### src/sv/sbm_pkg.sv
// shared types and constants for the stereo block match unit
`timescale 1ns / 1ps
package sbm_pkg;

  localparam int ROW_W  = 13;
  localparam int LUMA_W = 16;
  localparam int MIN_DIM = 9;
  localparam int MAX_HEIGHT = 4096;

  localparam logic [15:0] COEF_R = 16'd13933;
  localparam logic [15:0] COEF_G = 16'd46871;
  localparam logic [15:0] COEF_B = 16'd4732;
  localparam logic [23:0] LUMA_ROUND = 24'd128;

  localparam logic [1:0] REG_IMAGE_WIDTH   = 2'd0;
  localparam logic [1:0] REG_IMAGE_HEIGHT  = 2'd1;
  localparam logic [1:0] REG_MAX_DISPARITY = 2'd2;

  localparam logic OP_PIXEL = 1'b0;
  localparam logic OP_FLUSH = 1'b1;

  typedef struct packed {
    logic       op;
    logic [7:0] left_red;
    logic [7:0] left_green;
    logic [7:0] left_blue;
    logic [7:0] right_red;
    logic [7:0] right_green;
    logic [7:0] right_blue;
  } in_item_t;

  typedef struct packed {
    logic [7:0]  disparity;
    logic [11:0] out_row;
    logic [10:0] out_col;
    logic        row_done;
    logic        frame_done;
  } out_item_t;

  typedef struct packed {
    logic [11:0] image_width;
    logic [12:0] image_height;
    logic [7:0]  max_disparity;
  } cfg_t;

  function automatic logic [LUMA_W-1:0] to_luma(input logic [7:0] r, input logic [7:0] g,
                                                input logic [7:0] b);
    logic [23:0] s;
    s = 24'(COEF_R) * 24'(r) + 24'(COEF_G) * 24'(g) + 24'(COEF_B) * 24'(b) + LUMA_ROUND;
    return s[23:8];
  endfunction

endpackage

### src/sv/sbm_window_ssd.sv
// window scan: reads both line stores and accumulates one candidate ssd
`timescale 1ns / 1ps
module sbm_window_ssd
  import sbm_pkg::*;
#(
  parameter int MAX_WIDTH   = 2048,
  parameter int WINDOW_SIZE = 9
) (
  input  logic                                   clk,
  input  logic                                   rst,
  input  logic                                   start,
  input  logic [$clog2(WINDOW_SIZE)-1:0]         top_line,
  input  logic [ROW_W-1:0]                       row,
  input  logic [$clog2(MAX_WIDTH+1)-1:0]         x,
  input  logic [$clog2(MAX_WIDTH+1)-1:0]         c,
  input  logic [$clog2(MAX_WIDTH+1)-1:0]         w,
  input  logic [ROW_W-1:0]                       h,
  output logic [$clog2(WINDOW_SIZE*MAX_WIDTH)-1:0] l_addr,
  output logic [$clog2(WINDOW_SIZE*MAX_WIDTH)-1:0] r_addr,
  input  logic [LUMA_W-1:0]                      l_data,
  input  logic [LUMA_W-1:0]                      r_data,
  output logic                                   done,
  output logic [2*LUMA_W+$clog2(WINDOW_SIZE*WINDOW_SIZE)-1:0] sum
);

  localparam int CW   = $clog2(MAX_WIDTH + 1);
  localparam int CS   = CW + 2;
  localparam int RS   = ROW_W + 2;
  localparam int KW   = $clog2(WINDOW_SIZE);
  localparam int AW   = $clog2(WINDOW_SIZE * MAX_WIDTH);
  localparam int HALF = WINDOW_SIZE / 2;
  localparam int SQ_W = 2 * LUMA_W;
  localparam int SUM_W = SQ_W + $clog2(WINDOW_SIZE * WINDOW_SIZE);

  logic              busy;
  logic [KW-1:0]     dy, dx, line;
  logic [ROW_W-1:0]  row_q, h_q;
  logic [CW-1:0]     x_q, c_q, w_q;
  logic signed [RS-1:0] row_s;
  logic signed [CS-1:0] lcol_s, rcol_s;
  logic              row_ok, l_ok, r_ok, last_tap;
  logic              p1_valid, p1_lok, p1_rok, p1_last;
  logic              p2_valid, p2_last;
  logic [LUMA_W-1:0] p2_diff;
  logic              p3_valid, p3_last;
  logic [SQ_W-1:0]   p3_sq;
  logic [LUMA_W-1:0] a, b;

  assign row_s  = $signed(RS'(row_q)) + $signed(RS'(dy)) - $signed(RS'(HALF));
  assign lcol_s = $signed(CS'(x_q)) + $signed(CS'(dx)) - $signed(CS'(HALF));
  assign rcol_s = $signed(CS'(c_q)) + $signed(CS'(dx)) - $signed(CS'(HALF));
  assign row_ok = (row_s >= 0) && (row_s < $signed(RS'(h_q)));
  assign l_ok   = row_ok && (lcol_s >= 0) && (lcol_s < $signed(CS'(w_q)));
  assign r_ok   = row_ok && (rcol_s >= 0) && (rcol_s < $signed(CS'(w_q)));
  assign last_tap = (dy == KW'(WINDOW_SIZE - 1)) && (dx == KW'(WINDOW_SIZE - 1));
  assign l_addr = AW'(AW'(line) * AW'(MAX_WIDTH)) + AW'(lcol_s[CW-1:0]);
  assign r_addr = AW'(AW'(line) * AW'(MAX_WIDTH)) + AW'(rcol_s[CW-1:0]);

  always_ff @(posedge clk) begin
    if (rst) begin
      busy <= 1'b0;
    end else if (start) begin
      busy <= 1'b1;
    end else if (busy && last_tap) begin
      busy <= 1'b0;
    end
  end

  always_ff @(posedge clk) begin
    if (start) begin
      dy    <= '0;
      dx    <= '0;
      line  <= top_line;
      row_q <= row;
      h_q   <= h;
      x_q   <= x;
      c_q   <= c;
      w_q   <= w;
    end else if (busy) begin
      if (dx == KW'(WINDOW_SIZE - 1)) begin
        dx <= '0;
        dy <= dy + KW'(1);
        line <= (line == KW'(WINDOW_SIZE - 1)) ? '0 : line + KW'(1);
      end else begin
        dx <= dx + KW'(1);
      end
    end
  end

  assign a = p1_lok ? l_data : '0;
  assign b = p1_rok ? r_data : '0;

  always_ff @(posedge clk) begin
    if (rst) begin
      p1_valid <= 1'b0;
      p2_valid <= 1'b0;
      p3_valid <= 1'b0;
      done     <= 1'b0;
    end else begin
      p1_valid <= busy;
      p2_valid <= p1_valid;
      p3_valid <= p2_valid;
      done     <= p3_valid && p3_last;
    end
  end

  always_ff @(posedge clk) begin
    p1_lok  <= l_ok;
    p1_rok  <= r_ok;
    p1_last <= busy && last_tap;
    p2_diff <= (a > b) ? a - b : b - a;
    p2_last <= p1_last;
    p3_sq   <= p2_diff * p2_diff;
    p3_last <= p2_last;
    if (start) begin
      sum <= '0;
    end else if (p3_valid) begin
      sum <= sum + SUM_W'(p3_sq);
    end
  end

  a_start_idle: assert property (@(posedge clk) disable iff (rst) start |-> !busy)
    else $error("window scan restarted while busy");
  a_done_pulse: assert property (@(posedge clk) disable iff (rst) done |=> !done)
    else $error("done held for more than one cycle");
  a_last_done: assert property (@(posedge clk) disable iff (rst)
    (p3_valid && p3_last) |=> done)
    else $error("final tap did not complete the sum");

endmodule

### config.mk
export PLATFORM = sky130hd
export DESIGN_NAME = sbm_window_ssd
export DESIGN_NICKNAME = d
export VERILOG_FILES = /design/src/sv/sbm_pkg.sv /design/src/sv/sbm_window_ssd.sv
export SDC_FILE = /design/constraint.sdc
export NUM_CORES = 1
export LEC_CHECK = 0
export BUFFER_PORTS_ARGS = -buffer_cell sky130_fd_sc_hd__buf_2
export CORE_MARGIN = 2
export CORE_UTILIZATION = 32
export CTS_CLUSTER_DIAMETER = 150
export DETAILED_ROUTE_END_ITERATION = 16
export HOLD_SLACK_MARGIN = 0.1
export PLACE_DENSITY_LB_ADDON = 0.3
export SLEW_MARGIN = 25
export SYNTH_ARGS = -nofsm -noshare
export SYNTH_HDL_FRONTEND = slang
export SYNTH_SLANG_ARGS = --single-unit
### constraint.sdc
create_clock -name clk -period 16.5 [get_ports clk]
set_input_delay 0.825 -clock clk [delete_from_list [all_inputs] [get_ports clk]]
set_output_delay 0.825 -clock clk [all_outputs]
set_load 0.01 [all_outputs]
==> results.sh <==
export IMPL_nNetsFinal=2684
export IMPL_grt_overflow_total=0
export IMPL_num_vias=13600
export IMPL_reg2reg_slack_ps=9770
export IMPL_fp_dieArea_um2=58700
export IMPL_ys_warn_count=0
export IMPL_post_cts_buffers=0
export IMPL_grt_start_max_net_pins=62
export IMPL_grt_pass1_vias=14100
export IMPL_synth_fp_nets=2537
export IMPL_cp_arrival_ps=7080
export IMPL_timing_fmax_mhz=149
export IMPL_cp_endpoint="p3_sq[31]$_DFF_P_"
export IMPL_ys_types=66
export IMPL_worst_pin_slew_ps=797
export IMPL_cts_tree="built"
export IMPL_yosysTopAreaCell="fa_1"
export IMPL_cts_resized=0
export IMPL_grt_usage_pct=15.3
export IMPL_antenna_found_initial=1
export IMPL_r2r_end="p3_sq[31]$_DFF_P_"
export IMPL_postRouteWirelength_um=44000
export IMPL_crit_fanout=17
export IMPL_startpoint_type="flip-flop"
export IMPL_crit_required_ps=16850
export IMPL_hold_buffers=0
export IMPL_drive_above_1_share_pct=10.6
export IMPL_drtIter0Drc=528
export IMPL_fp_dieW_um=242
export IMPL_initial_core_util_pct=32.3
export IMPL_hold_start="p1_last$_DFF_P_"
export IMPL_outcome="finished clean"
export IMPL_io_pins=171
export IMPL_syn_inst=2006
export IMPL_grt_pass1_wl_um=72300
export IMPL_cts_sinks=170
export IMPL_synth_top_cell_area_share_pct=18.6
export IMPL_hold_viol_final=0
export IMPL_utilization_pct=36.2
export IMPL_core_area_um2=56300
export IMPL_clk_latency_ps=460
export IMPL_skew_ps=8.00
export IMPL_end_kind="flip-flop"
export IMPL_dp_cells=2890
export IMPL_num_rows=87
export IMPL_dr_pass1_iters=7
export IMPL_portBuffers=170
export IMPL_ys_seq_area_share_pct=22.4
export IMPL_root_buffer="clkbuf_16"
export IMPL_cap_violations=0
export IMPL_gp_congestion=0.861
export IMPL_slew_headroom_pct=46.8
export IMPL_ant_nets=0
export IMPL_fp_dieH_um=242
export IMPL_synth_ff_type="dfxtp_1"
export IMPL_synth_seq_cells=170
export IMPL_path_class="flip-flop to flip-flop"
export IMPL_fin_crit_ps=6730
export IMPL_tns_ps=0
export IMPL_clk_pin_slew_ps=70
export IMPL_drc=0
export IMPL_avgViaCountPerCell=4.66
export IMPL_setup_viol=0
export IMPL_stdcell_area_um2=20400
export IMPL_cts_buffers=17
export IMPL_async_reset_ff_share_pct=0
export IMPL_layout_cells_non_filler=2923
export IMPL_cts_max_level=4
export IMPL_syn_area_um2=18200
export IMPL_synth_area_leaders="fa_1 19%, ha_1 18%, dfxtp_1 11%"
export IMPL_drt_wirelength_per_cell_um=15.1
export IMPL_syn_area_per_cell_um2=9.06
export IMPL_crit_start="p2_diff[5]$_DFF_P_"
export IMPL_r2r_start="p2_diff[5]$_DFF_P_"
export IMPL_clk_path_buf_depth=2
export IMPL_maxSlewViolCount=0
export IMPL_syn_to_final_growth_pct=12.2
export IMPL_hp_class="flip-flop to flip-flop"
export IMPL_reg2reg_depth=23
export IMPL_synth_edf_count=66
export IMPL_place_hpwl_um=36700
export IMPL_period_share_pct=40.8
export IMPL_num_fill_cells=5734
export IMPL_dpl_cell_area_um2=19800
export IMPL_rsz0062_at_grt="false"
-- cell usage after synthesis (5+ instances only) --
cell / instances
o2111ai_1: 5
nor4_1: 5
nand4_1: 14
or3_1: 9
a211o_1: 6
a211oi_1: 13
xor2_1: 37
o21ai_1: 15
o211ai_1: 13
clkbuf_1: 35
and2_1: 40
nor2_1: 117
mux2i_1: 31
o21ai_0: 55
nor3_1: 11
a21o_1: 64
nand2b_1: 29
o21a_1: 8
dfxtp_1: 104
or2_2: 6
nand2_1: 171
xnor2_1: 77
inv_1: 401
nand3_1: 22
o21bai_1: 7
ha_1: 261
a31oi_1: 7
a21oi_1: 103
and3_1: 11
edfxtp_1: 66
nor2b_1: 25
fa_1: 169
buf_2: 6
-- through the flow --
step,worst slack (ps),hold WS (ps)
finish,9770,329
detailed placement,9720,312
CTS,9690,329
floorplan,10250,310
global placement,9870,314
global route,9240,350
-- cell families after synthesis --
family	Yosys count	share of synthesized area [%]
AND/OR/NAND/NOR	471	12.1
buffers and inverters	446	9.27
adder cells (fa/ha/maj)	430	36.6
AO/OA/AOI/OAI	340	12.2
flip-flops	170	22.4
XOR/XNOR	114	5.49
multiplexers	35	1.96
-- placed cells by master (no fill, tap or decap), drive strengths merged, types with 8 or more instances in the layout --
cell | netlist | layout
a211oi | 16 | 16
a21o | 64 | 64
a21oi | 105 | 105
a31oi | 8 | 8
and2 | 40 | 40
and3 | 11 | 11
buf | 10 | 173
clkbuf | 35 | 20
dfxtp | 104 | 104
edfxtp | 66 | 66
fa | 169 | 169
ha | 261 | 261
inv | 401 | 405
mux2i | 31 | 31
nand2 | 171 | 171
nand2b | 29 | 29
nand3 | 22 | 22
nand4 | 14 | 14
nor2 | 117 | 117
nor2b | 25 | 25
nor3 | 11 | 11
o211ai | 13 | 13
o21a | 8 | 8
o21ai | 72 | 72
or3 | 9 | 9
xnor2 | 77 | 77
xor2 | 37 | 37
-- cell type report --
| cell class | instances | area (um^2) | area share (%) |
|---|---|---|---|
| multi-input combinational | 1390 | 12400 | 60.9 |
| sequential | 170 | 4070 | 19.9 |
| inverter | 401 | 1510 | 7.38 |
| tap | 756 | 946 | 4.64 |
| timing repair buffer | 173 | 876 | 4.29 |
| clock buffer | 20 | 458 | 2.25 |
| clock inverter | 12 | 111 | 0.546 |
| antenna | 1 | 2.50 | 0.0123 |
-- per-layer routing --
layer / vias to the layer above / track usage (%) / wire, um
met1: 6555 / 20.2 / 20800
met3: 35 / 2.94 / 1900
met2: 210 / 26.0 / 20800
met4: 0 / 3.43 / 526
met5: - / 0 / 0
li1: 6819 / - / -
-- registers in the layout, indices dropped and copies added (netlist names) --
name      count
dx            4
done          1
p2_last       1
line          4
p1_valid      1
row_q        13
w_q          12
c_q          12
x_q          12
sum          39
p1_last       1
p1_lok        1
p3_sq        31
p1_rok        1
p3_valid      1
dy            4
p2_valid      1
p3_last       1
busy          1
h_q          13
p2_diff      16
-- worst min path at each step --
stage / to / depth (start not counted)
5_1_grt: p3_last$_DFF_P_ / 0
4_1_cts: p3_last$_DFF_P_ / 0
6_report: p2_last$_DFF_P_ / 0
2_1_floorplan: p2_last$_DFF_P_ / 0
3_5_place_dp: p3_last$_DFF_P_ / 0
3_3_place_gp: p3_last$_DFF_P_ / 0
-- critical path: stages, from the launching register on --
cell and delay [ps]:
dfxtp_1 720, and2_1 270, inv_1 70, fa_1 500
inv_1 50, fa_1 500, inv_1 50, fa_1 470
inv_1 50, fa_1 500, fa_1 560, inv_1 60
fa_1 540, inv_1 50, ha_1 330, nand3_1 140
o221ai_1 220, a31oi_1 130, o311ai_1 550, nand4_1 200
a21oi_1 220, a21o_1 140, a41oi_1 140, xnor2_1 150
Power is left out: the tool's default activity adds up to more than one toggle a clock period on the data nets, which glitch-free logic cannot reach.
