<file path="src/sv/sbm_pkg.sv">
// shared types and constants for the stereo block match unit
`timescale 1ns / 1ps
package sbm_pkg;

  localparam int ROW_W  = 13;
  localparam int LUMA_W = 16;
  localparam int MIN_DIM = 9;
  localparam int MAX_HEIGHT = 4096;

  localparam logic [15:0] COEF_R = 16'd13933;
  localparam logic [15:0] COEF_G = 16'd46871;
  localparam logic [15:0] COEF_B = 16'd4732;
  localparam logic [23:0] LUMA_ROUND = 24'd128;

  localparam logic [1:0] REG_IMAGE_WIDTH   = 2'd0;
  localparam logic [1:0] REG_IMAGE_HEIGHT  = 2'd1;
  localparam logic [1:0] REG_MAX_DISPARITY = 2'd2;

  localparam logic OP_PIXEL = 1'b0;
  localparam logic OP_FLUSH = 1'b1;

  typedef struct packed {
    logic       op;
    logic [7:0] left_red;
    logic [7:0] left_green;
    logic [7:0] left_blue;
    logic [7:0] right_red;
    logic [7:0] right_green;
    logic [7:0] right_blue;
  } in_item_t;

  typedef struct packed {
    logic [7:0]  disparity;
    logic [11:0] out_row;
    logic [10:0] out_col;
    logic        row_done;
    logic        frame_done;
  } out_item_t;

  typedef struct packed {
    logic [11:0] image_width;
    logic [12:0] image_height;
    logic [7:0]  max_disparity;
  } cfg_t;

  function automatic logic [LUMA_W-1:0] to_luma(input logic [7:0] r, input logic [7:0] g,
                                                input logic [7:0] b);
    logic [23:0] s;
    s = 24'(COEF_R) * 24'(r) + 24'(COEF_G) * 24'(g) + 24'(COEF_B) * 24'(b) + LUMA_ROUND;
    return s[23:8];
  endfunction

endpackage

</file>
<file path="src/sv/sbm_regs.sv">
// apb configuration registers
`timescale 1ns / 1ps
module sbm_regs
  import sbm_pkg::*;
(
  input  logic        clk,
  input  logic        rst,
  input  logic        psel,
  input  logic        penable,
  input  logic        pwrite,
  input  logic [3:0]  paddr,
  input  logic [31:0] pwdata,
  output logic [31:0] prdata,
  output logic        pready,
  output cfg_t        cfg
);

  logic wr;

  assign pready = 1'b1;
  assign wr = psel && penable && pwrite;

  always_ff @(posedge clk) begin
    if (rst) begin
      cfg.image_width   <= 12'd640;
      cfg.image_height  <= 13'd480;
      cfg.max_disparity <= 8'd114;
    end else if (wr && paddr[1:0] == 2'b00) begin
      case (paddr[3:2])
        REG_IMAGE_WIDTH:   cfg.image_width   <= pwdata[11:0];
        REG_IMAGE_HEIGHT:  cfg.image_height  <= pwdata[12:0];
        REG_MAX_DISPARITY: cfg.max_disparity <= pwdata[7:0];
        default: ;
      endcase
    end
  end

  always_comb begin
    case (paddr[3:2])
      REG_IMAGE_WIDTH:   prdata = {20'd0, cfg.image_width};
      REG_IMAGE_HEIGHT:  prdata = {19'd0, cfg.image_height};
      REG_MAX_DISPARITY: prdata = {24'd0, cfg.max_disparity};
      default:           prdata = 32'd0;
    endcase
  end

endmodule

</file>
<file path="config.mk">
export PLATFORM = sky130hd
export DESIGN_NAME = sbm_regs
export DESIGN_NICKNAME = d
export VERILOG_FILES = /design/src/sv/sbm_pkg.sv /design/src/sv/sbm_regs.sv
export SDC_FILE = /design/constraint.sdc
export NUM_CORES = 1
export LEC_CHECK = 0
export ABC_AREA = 1
export BUFFER_PORTS_ARGS = -buffer_cell sky130_fd_sc_hd__buf_2
export CAP_MARGIN = 20
export CORE_ASPECT_RATIO = 0.8
export CORE_MARGIN = 2
export CORE_UTILIZATION = 25
export CTS_CLUSTER_DIAMETER = 100
export DETAILED_ROUTE_END_ITERATION = 10
export PLACE_DENSITY_LB_ADDON = 0.2
export SYNTH_ARGS = -nofsm -noshare
export SYNTH_HDL_FRONTEND = slang
export SYNTH_SLANG_ARGS = --single-unit
</file>
<file path="constraint.sdc">
create_clock -name clk -period 1 [get_ports clk]
set_input_delay 0 -clock clk [delete_from_list [all_inputs] [get_ports clk]]
set_output_delay 0 -clock clk [all_outputs]
set_load 0.005 [all_outputs]
</file>
==> impl_metrics.csv, run 1 <==
group,metric,value,unit
yosys,ys_warn_count,0,
layout,final_area,2620,µm²
timing,fin_skew,0,ps
timing,holdWs,2.65,ps
layout,post-route-util,0.355,
floorplan,dieArea,8360,µm²
power,p_per_area,1090,nW/µm²
timing,setup_viol,0,
cts,htreeDepth,2,
yosys,synthesis.area,1910,µm²
timing,timing.final.max_slew_violations,0,
detailed_routing,ant_nets,0,
detailed_routing,detail_route.first_pass.iterations,4,
timing,setup_tns,0,ps
layout,final_common_cell,"nand2_1",
layout,regMostFlops,"cfg",
worst_setup_path,critPathArrivalTime,980,ps
layout,largest_reg_flops,33,
power,vdd_drop_max,0.000407,V
floorplan,fp-row-count,28,
worst_setup_path,cp-end-kind,"output pin",
layout,layout_common_cells,"nand2_1, buf_2, inv_1",
cts,cts_made_buffers,5,
layout,nFillCells,832,
global_route,grt_pass1_wl,8760,µm
worst_hold_path,hold-path-endpoint,"cfg[1]",
worst_hold_path,hold_depth,3,
timing,min_period_over_period,0.977,
place,place.gp.congestion,0.776,
worst_setup_path,r2r_end,"cfg[9]",
worst_setup_path,critPathRequiredTime,1000,ps
timing,hold_violations,0,
worst_setup_path,r2r_cells,5,
yosys,netlist_instances,292,
layout,drive_gt1_frac,0.378,
detailed_routing,drc,0,
status,status,"completed",
layout,fin_nets,418,
power,total_power,2860,µW
worst_setup_path,critPathSlowestCell,"dfxtp_2",
layout,area_growth,37.3,%
floorplan,die_height,82.2,µm
yosys,synth_top_area_frac,0.346,
global_route,grt_max_degree,34,
detailed_routing,viasPerCell,4.12,
worst_setup_path,r2r_slack,280,ps
cts,cts_max_path_buffers,2,
worst_setup_path,r2r-start,"cfg[9]",
floorplan,core_area,7390,µm²
worst_setup_path,start_kind,"flop",
worst_hold_path,worstHoldPathType,"input pin to flop",
floorplan,start_util,0.258,
cts,cts.sinks,33,
cts,root_buffer,"clkbuf_8",
worst_setup_path,path_cells,"inv_2 -> o211ai_1 -> buf_2",
yosys,synth_top_area_cell,"dfxtp_1",
yosys,synth.area.top_cells,"dfxtp_1, nand2_1, inv_1",
worst_hold_path,hp-start,"pwdata[1]",
global_route,grt_pass1_vias,1820,
yosys,ys_ff_latch,33,
floorplan,pin_count,107,
layout,multiInputGateArea,896,µm²
detailed_routing,drt-wirelength-per-cell,11.7,µm
detailed_routing,drt-initial-drc-count,89,
global_route,antenna_found_initial,0,
cts,worstSkewPairLatency,280,ps
floorplan,die_w,102,µm
global_route,grtUsageTotal,0.137,
cts,path_clk_slew,70,ps
detailed_routing,drt-total-wl,5660,µm
timing,finalCriticalPeriod,977,ps
yosys,yosysUniqueCellTypes,20,
place,dp_hpwl,4230,µm
worst_setup_path,critPathMaxStageDelay,340,ps
global_route,overflow,0,
place,placedInstanceArea,2390,µm²
layout,ff_latch_area,683,µm²
yosys,ys_seq_area_frac,0.346,
power,p_leak,0.00140,µW
detailed_routing,via_count,1991,
layout,reg.largest.list,"cfg: 33 flops",
yosys,avgSynthCellArea,6.54,µm²
place,numPortBuffers,67,
timing,max_freq,1020,MHz
timing,rsz0062_at_grt,"yes",
job,cap_violations,0,
worst_setup_path,crit_fanout,2,
worst_setup_path,crit_type,"flop to output pin",
layout,diodes,0,
cts,tritoncts,"done",
metrics by stage:
| stage | std cells | worst slack, ps |
|---|---|---|
| 5_1_grt | 483 | -22.3 |
| 3_3_place_gp | 467 | -69.5 |
| 6_report | 483 | 22.6 |
| 3_5_place_dp | 467 | -73.5 |
| 4_1_cts | 478 | 0.239 |
| 2_1_floorplan | 310 | 181 |
layer usage:
layer | GRT usage | vias up | routed length, µm
met5 | 0 | - | 0
met4 | 0.0338 | 0 | 30
met3 | 0.0303 | 4 | 326
met2 | 0.218 | 55 | 2550
met1 | 0.189 | 893 | 2760
li1 | - | 1039 | -
worst max path at each step:
stage / to / cells past startpoint / slack [ps] / from
CTS: prdata[6] / 3 / 0.2 / cfg[6]
global placement: cfg[21] / 8 / -70 / psel
detailed placement: cfg[26] / 8 / -70 / psel
global route: prdata[1] / 3 / -20 / cfg[9]
floorplan: cfg[13] / 6 / 180 / psel
finish: prdata[6] / 3 / 20 / cfg[27]
where the power goes:
part | total (µW) | internal, µW | leakage (µW) | switching [µW]
logic | 405 | 158 | 0.00107 | 247
registers | 1330 | 1320 | 0.000273 | 6.39
clock network | 1120 | 622 | 0.0000542 | 502
total | 2860 | 2100 | 0.00140 | 755
synth_stat cells (all sizes together):
cell / count
nand2: 72
inv: 64
dfxtp: 33
nand4: 33
buf: 30
nor2: 29
nand3: 13
o221ai: 5
clkbuf: 4
o211ai: 3
conb: 2
o21ai: 2
o22ai: 2
cells by family (layout without fill, tap and decap cells):
kind of cell / after synthesis / after routing / synth area share
DFF: 33 / 33 / 0.346
and+or+nand+nor: 147 / 147 / 0.360
other: 2 / 20 / 0.00393
buffers and inverters: 98 / 166 / 0.244
AOI/OAI and AO/OA: 12 / 12 / 0.0465
final cells by class:
cell class,instances,share of cell area
inverters,64,0.0916
clock inverters,1,0.00191
repair buffers,94,0.218
flip-flops and latches,33,0.260
well taps,105,0.0501
clock buffers,7,0.0367
multi-input cells,179,0.342
critical path, delay by kind of cell (launching register included):
family	cells	cell delay, ps
DFF	1	340
AOI/OAI and AO/OA	1	170
buffers and inverters	2	190
timing repair:
action                     CTS  global route
setup endpoints to repair    6            11
pin swaps                    3             6
buffers inserted             0             5
hold buffers                 3             0
resized for setup           11            25
hold endpoints to repair     3             0
(Power assumes the default switching activity.)
==> run 2: changes to the inputs <==
==> constraint.sdc (replaced) <==
create_clock -name clk -period 1.1 [get_ports clk]
set_input_delay 0 -clock clk [delete_from_list [all_inputs] [get_ports clk]]
set_output_delay 0 -clock clk [all_outputs]
set_load 0.005 [all_outputs]
==> impl_metrics.csv, run 2 (synthesis gave the netlist of run 1 again) <==
group,metric,value,unit
status,status,"completed",
detailed_routing,drc,0,
floorplan,die_w,102,µm
timing,timing.final.max_slew_violations,0,
layout,layout_common_cells,"nand2_1, buf_2, inv_1",
layout,largest_reg_flops,33,
layout,multiInputGateArea,858,µm²
timing,holdWs,3.28,ps
power,vdd_drop_max,0.000383,V
cts,cts_made_buffers,5,
cts,cts_max_path_buffers,2,
power,p_per_area,1030,nW/µm²
worst_setup_path,path_cells,"inv_1 -> o221ai_1 -> buf_2",
timing,min_period_over_period,0.928,
layout,diodes,0,
detailed_routing,via_count,1927,
worst_setup_path,r2r_slack,430,ps
cts,cts.sinks,33,
power,clkPwrFrac,0.382,
global_route,grt_pass1_wl,8780,µm
detailed_routing,viasPerCell,4.13,
worst_setup_path,r2r-start,"cfg[23]",
detailed_routing,drt-total-wl,5490,µm
cts,holdBufCountCts,0,
worst_setup_path,worst-path-stages,3,
job,cap_violations,0,
worst_setup_path,start_kind,"flop",
worst_hold_path,worstHoldPathType,"input pin to flop",
worst_setup_path,crit_family,"flip-flops",
layout,drive_gt1_frac,0.262,
power,p_leak,0.00131,µW
power,total_power,2500,µW
timing,timing.final.ws_setup,79.7,ps
cts,root_buffer,"clkbuf_8",
detailed_routing,drt-wirelength-per-cell,11.8,µm
timing,finalCriticalPeriod,1020,ps
power,intPower,1820,µW
global_route,overflow,0,
timing,max_freq,980,MHz
worst_setup_path,crit_type,"flop to output pin",
timing,hold_violations,0,
global_route,grt_pass1_vias,1771,
place,preCtsSetupSlack,-13.9,ps
cts,htreeDepth,2,
cts,post_cts_buffers,0,
cts,worstSkewPairLatency,280,ps
power,combinationalPowerShare,0.135,
place,dp_hpwl,4090,µm
place,place.gp.congestion,0.791,
worst_setup_path,crit_fanout,2,
timing,setup_viol,0,
layout,ff_latch_area,661,µm²
worst_setup_path,r2r_end,"cfg[23]",
worst_setup_path,critPathArrivalTime,1020,ps
global_route,grtUsageTotal,0.138,
worst_setup_path,critPathMaxStageDelay,330,ps
cts,cts-resized-gates,0,
floorplan,fp-row-count,28,
layout,fin_nets,403,
floorplan,dieArea,8360,µm²
layout,final_area,2430,µm²
place,placedInstanceArea,2330,µm²
place,numPortBuffers,67,
floorplan,pin_count,107,
worst_setup_path,r2r_cells,4,
cts,path_clk_slew,70,ps
worst_setup_path,path_buf_inv,2,
power,seqPwrFrac,0.484,
floorplan,core_area,7390,µm²
global_route,grt_max_degree,34,
detailed_routing,drt-initial-drc-count,68,
layout,regMostFlops,"cfg",
worst_setup_path,crit_start,"cfg[2]",
detailed_routing,detail_route.first_pass.iterations,4,
worst_setup_path,critPathRequiredTime,1100,ps
global_route,antenna_found_initial,0,
layout,final_common_cell,"nand2_1",
floorplan,die_height,82.2,µm
timing,rsz0062_at_grt,"no",
worst_setup_path,cp-end-kind,"output pin",
layout,reg.largest.list,"cfg: 33 flops",
power,p_sw,675,µW
layout,area_growth,27.0,%
power,switching_share,0.270,
worst_setup_path,critPathSlowestCell,"dfxtp_1",
cts,tritoncts,"done",
layout,nFillCells,870,
timing,setup_tns,0,ps
detailed_routing,ant_nets,0,
floorplan,start_util,0.258,
worst_setup_path,crit_path_end,"prdata[2]",
timing,fin_skew,0,ps
run 2: layout make-up:
class | count | share of cell area
multi-input combinational | 179 | 0.354
clock buffer | 7 | 0.0356
inverter | 64 | 0.0990
timing repair buffer | 79 | 0.186
tap | 105 | 0.0541
sequential | 33 | 0.272
run 2: worst min-delay path by stage:
stage	from	endpoint	slack, ps	depth (start not counted)
2_1_floorplan	paddr[3]	prdata[7]	170	2
3_3_place_gp	pwdata[9]	cfg[30]	290	3
3_5_place_dp	pwdata[9]	cfg[30]	300	3
4_1_cts	pwdata[9]	cfg[30]	0.9	3
5_1_grt	pwdata[4]	cfg[4]	10	3
6_report	pwdata[4]	cfg[4]	3	3
run 2: layer usage:
metal	up-vias	share of wire	GRT usage	wire (µm)
met4	0	0.0093	0.0405	51
met3	5	0.066	0.0362	360
met2	58	0.45	0.221	2460
met1	857	0.48	0.182	2620
met5	-	0	0	0
li1	1007	-	-	-
run 2: tightest hold or removal path: cells and delay by family:
| kind | cells | cell delay, ps |
|---|---|---|
| buffers and inverters | 1 | 100 |
| AND/OR/NAND/NOR | 2 | 170 |
run 2: metrics by stage:
| step | std cells | utilization |
|---|---|---|
| floorplan | 310 | - |
| global placement | 460 | 0.316 |
| detailed placement | 460 | 0.316 |
| CTS | 467 | 0.328 |
| global route | 467 | 0.328 |
| finish | 467 | 0.328 |
run 2: power groups by stage:
stage	clock [µW]	sequential (µW)	combinational, µW
floorplan	0	1240	229
global placement	0	1240	332
detailed placement	0	1240	336
CTS	979	1210	337
global route	1040	1210	382
finish	953	1210	336
==> run 3: changes to the inputs <==
--- a/config.mk
+++ b/config.mk
@@ -10,10 +10,12 @@
 export CAP_MARGIN = 20
 export CORE_ASPECT_RATIO = 0.8
 export CORE_MARGIN = 2
-export CORE_UTILIZATION = 25
+export CORE_UTILIZATION = 44
 export CTS_CLUSTER_DIAMETER = 100
 export DETAILED_ROUTE_END_ITERATION = 10
+export GPL_TIMING_DRIVEN = 0
 export PLACE_DENSITY_LB_ADDON = 0.2
+export RECOVER_POWER = 50
 export SYNTH_ARGS = -nofsm -noshare
 export SYNTH_HDL_FRONTEND = slang
 export SYNTH_SLANG_ARGS = --single-unit
==> impl_metrics.csv, run 3 (synthesis gave the netlist of run 1 again) <==
group,metric,value,unit
global_route,grt_pass1_vias,1876,
cts,cts_max_path_buffers,2,
timing,timing.final.max_slew_violations,0,
worst_setup_path,crit_start,"cfg[7]",
worst_setup_path,path_cells,"inv_1 -> o211ai_1 -> buf_2",
detailed_routing,drt-total-wl,5140,µm
power,total_power,2530,µW
global_route,grtUsageTotal,0.225,
cts,root_buffer,"clkbuf_8",
power,p_per_area,1020,nW/µm²
layout,area_growth,29.5,%
layout,final_common_cell,"nand2_1",
layout,ff_latch_area,662,µm²
worst_setup_path,cp-end-kind,"output pin",
floorplan,fp-row-count,21,
floorplan,die_w,77.7,µm
worst_setup_path,crit_type,"flop to output pin",
cts,tritoncts,"done",
layout,regMostFlops,"cfg",
worst_setup_path,start_kind,"flop",
timing,timing.final.ws_setup,47.7,ps
layout,multiInputGateArea,852,µm²
place,placedCellCount,434,
cts,path_clk_slew,70,ps
timing,tightest_slew,535,ps
timing,hold_violations,1,
timing,min_period_over_period,0.957,
worst_hold_path,worstHoldPathType,"input pin to flop",
global_route,grt_max_degree,11,
timing,relSlewSlack,0.643,
global_route,overflow,0,
job,cap_violations,0,
timing,max_freq,950,MHz
worst_setup_path,critPathArrivalTime,1050,ps
layout,drive_gt1_frac,0.256,
status,violations,"negative hold slack",
place,numPortBuffers,67,
cts,worstSkewPairLatency,290,ps
timing,rsz0062_at_grt,"no",
layout,largest_reg_flops,33,
power,vdd_drop_max,0.000673,V
timing,holdWs,-1.92,ps
worst_setup_path,r2r-start,"cfg[23]",
timing,finalCriticalPeriod,1050,ps
layout,stdcell_count,443,
layout,diodes,0,
global_route,grt_pass1_wl,8740,µm
detailed_routing,detail_route.first_pass.iterations,4,
detailed_routing,via_count,2034,
layout,nFillCells,421,
floorplan,dieArea,4890,µm²
worst_setup_path,critPathRequiredTime,1100,ps
worst_setup_path,critPathSlowestCell,"dfxtp_2",
power,p_leak,0.00137,µW
cts,cts_made_buffers,5,
place,preCtsSetupSlack,-54.6,ps
worst_hold_path,hp-start,"pwdata[1]",
layout,layout_common_cells,"nand2_1, inv_1, buf_2",
cts,cts.sinks,33,
floorplan,pin_count,107,
timing,setup_viol,0,
cts,htreeDepth,2,
floorplan,die_height,62.9,µm
detailed_routing,viasPerCell,4.59,
place,dp_hpwl,3700,µm
layout,fin_nets,427,
detailed_routing,drt-initial-drc-count,187,
detailed_routing,drt-wirelength-per-cell,11.6,µm
timing,fin_skew,0,ps
detailed_routing,ant_nets,0,
layout,reg.largest.list,"cfg: 33 flops",
global_route,antenna_found_initial,0,
worst_setup_path,crit_fanout,2,
floorplan,start_util,0.457,
worst_setup_path,critPathMaxStageDelay,350,ps
floorplan,core_area,4180,µm²
place,place.gp.congestion,0.867,
detailed_routing,drc,0,
status,status,"finished, violations left",
[run 3: cell types whose count changed in the layout (fill, tap and decap cells not counted), moves of 2 or more]
cell | previous run | this run
nand3_1 | 10 | 12
clkbuf_2 | 0 | 2
buf_2 | 67 | 60
nor2_2 | 3 | 1
nand3_2 | 3 | 1
clkbuf_1 | 1 | 14
dlygate4sd3_1 | 0 | 2
nor2_4 | 2 | 4
buf_12 | 2 | 0
buf_1 | 0 | 3
buf_4 | 10 | 21
clkbuf_4 | 0 | 2
[run 3: final cells by class]
type,count,area share
Multi-Input combinational cell,179,0.344
Tap cell,57,0.0288
Clock buffer,7,0.0349
Buffer,34,0.0890
Timing Repair Buffer,69,0.139
Inverter,64,0.0971
Sequential cell,33,0.267
[run 3: repair_timing]
| action | 4_1_cts | 5_1_grt |
|---|---|---|
| endpoints found under the hold margin | 2 | 0 |
| gates resized for setup | 1 | 6 |
| endpoints found under the setup margin | 6 | 6 |
| pin swaps | 0 | 1 |
| hold buffers | 2 | 0 |
| setup buffers | 0 | 0 |
[run 3: worst max-delay path, delay by kind of cell (launching register included)]
family | cells | cell delay (ps)
flops | 1 | 350
buf+inv | 2 | 210
compound gates | 1 | 200
[run 3: routing by layer]
layer  wire [µm]  track usage
met1        2460        0.315
met2        2160        0.328
met3         398       0.0549
met4         115       0.0960
met5           0            0
[run 3: worst paths after layout]
| check | to | slack, ps | depth (start not counted) |
|---|---|---|---|
| worst max-delay path | prdata[7] | 50 | 3 |
| worst min-delay path | cfg[1] | -2 | 3 |
| worst max register to register | cfg[23] | 440 | 4 |
| worst min register to register | cfg[16] | 490 | 2 |
[run 3: power breakdown]
part	internal [µW]	total, µW	switching (µW)	leakage, µW
Combinational	150	375	225	0.00106
Sequential	1200	1210	5.17	0.000267
Clock	496	948	452	0.0000443
[run 3: through the flow]
step,cell area (µm²),util,TNS (ps)
finish,2470,0.592,0
global route,2470,0.592,0
CTS,2500,0.597,0
detailed placement,2380,0.571,-554
global placement,2380,0.571,-422
floorplan,1980,-,0
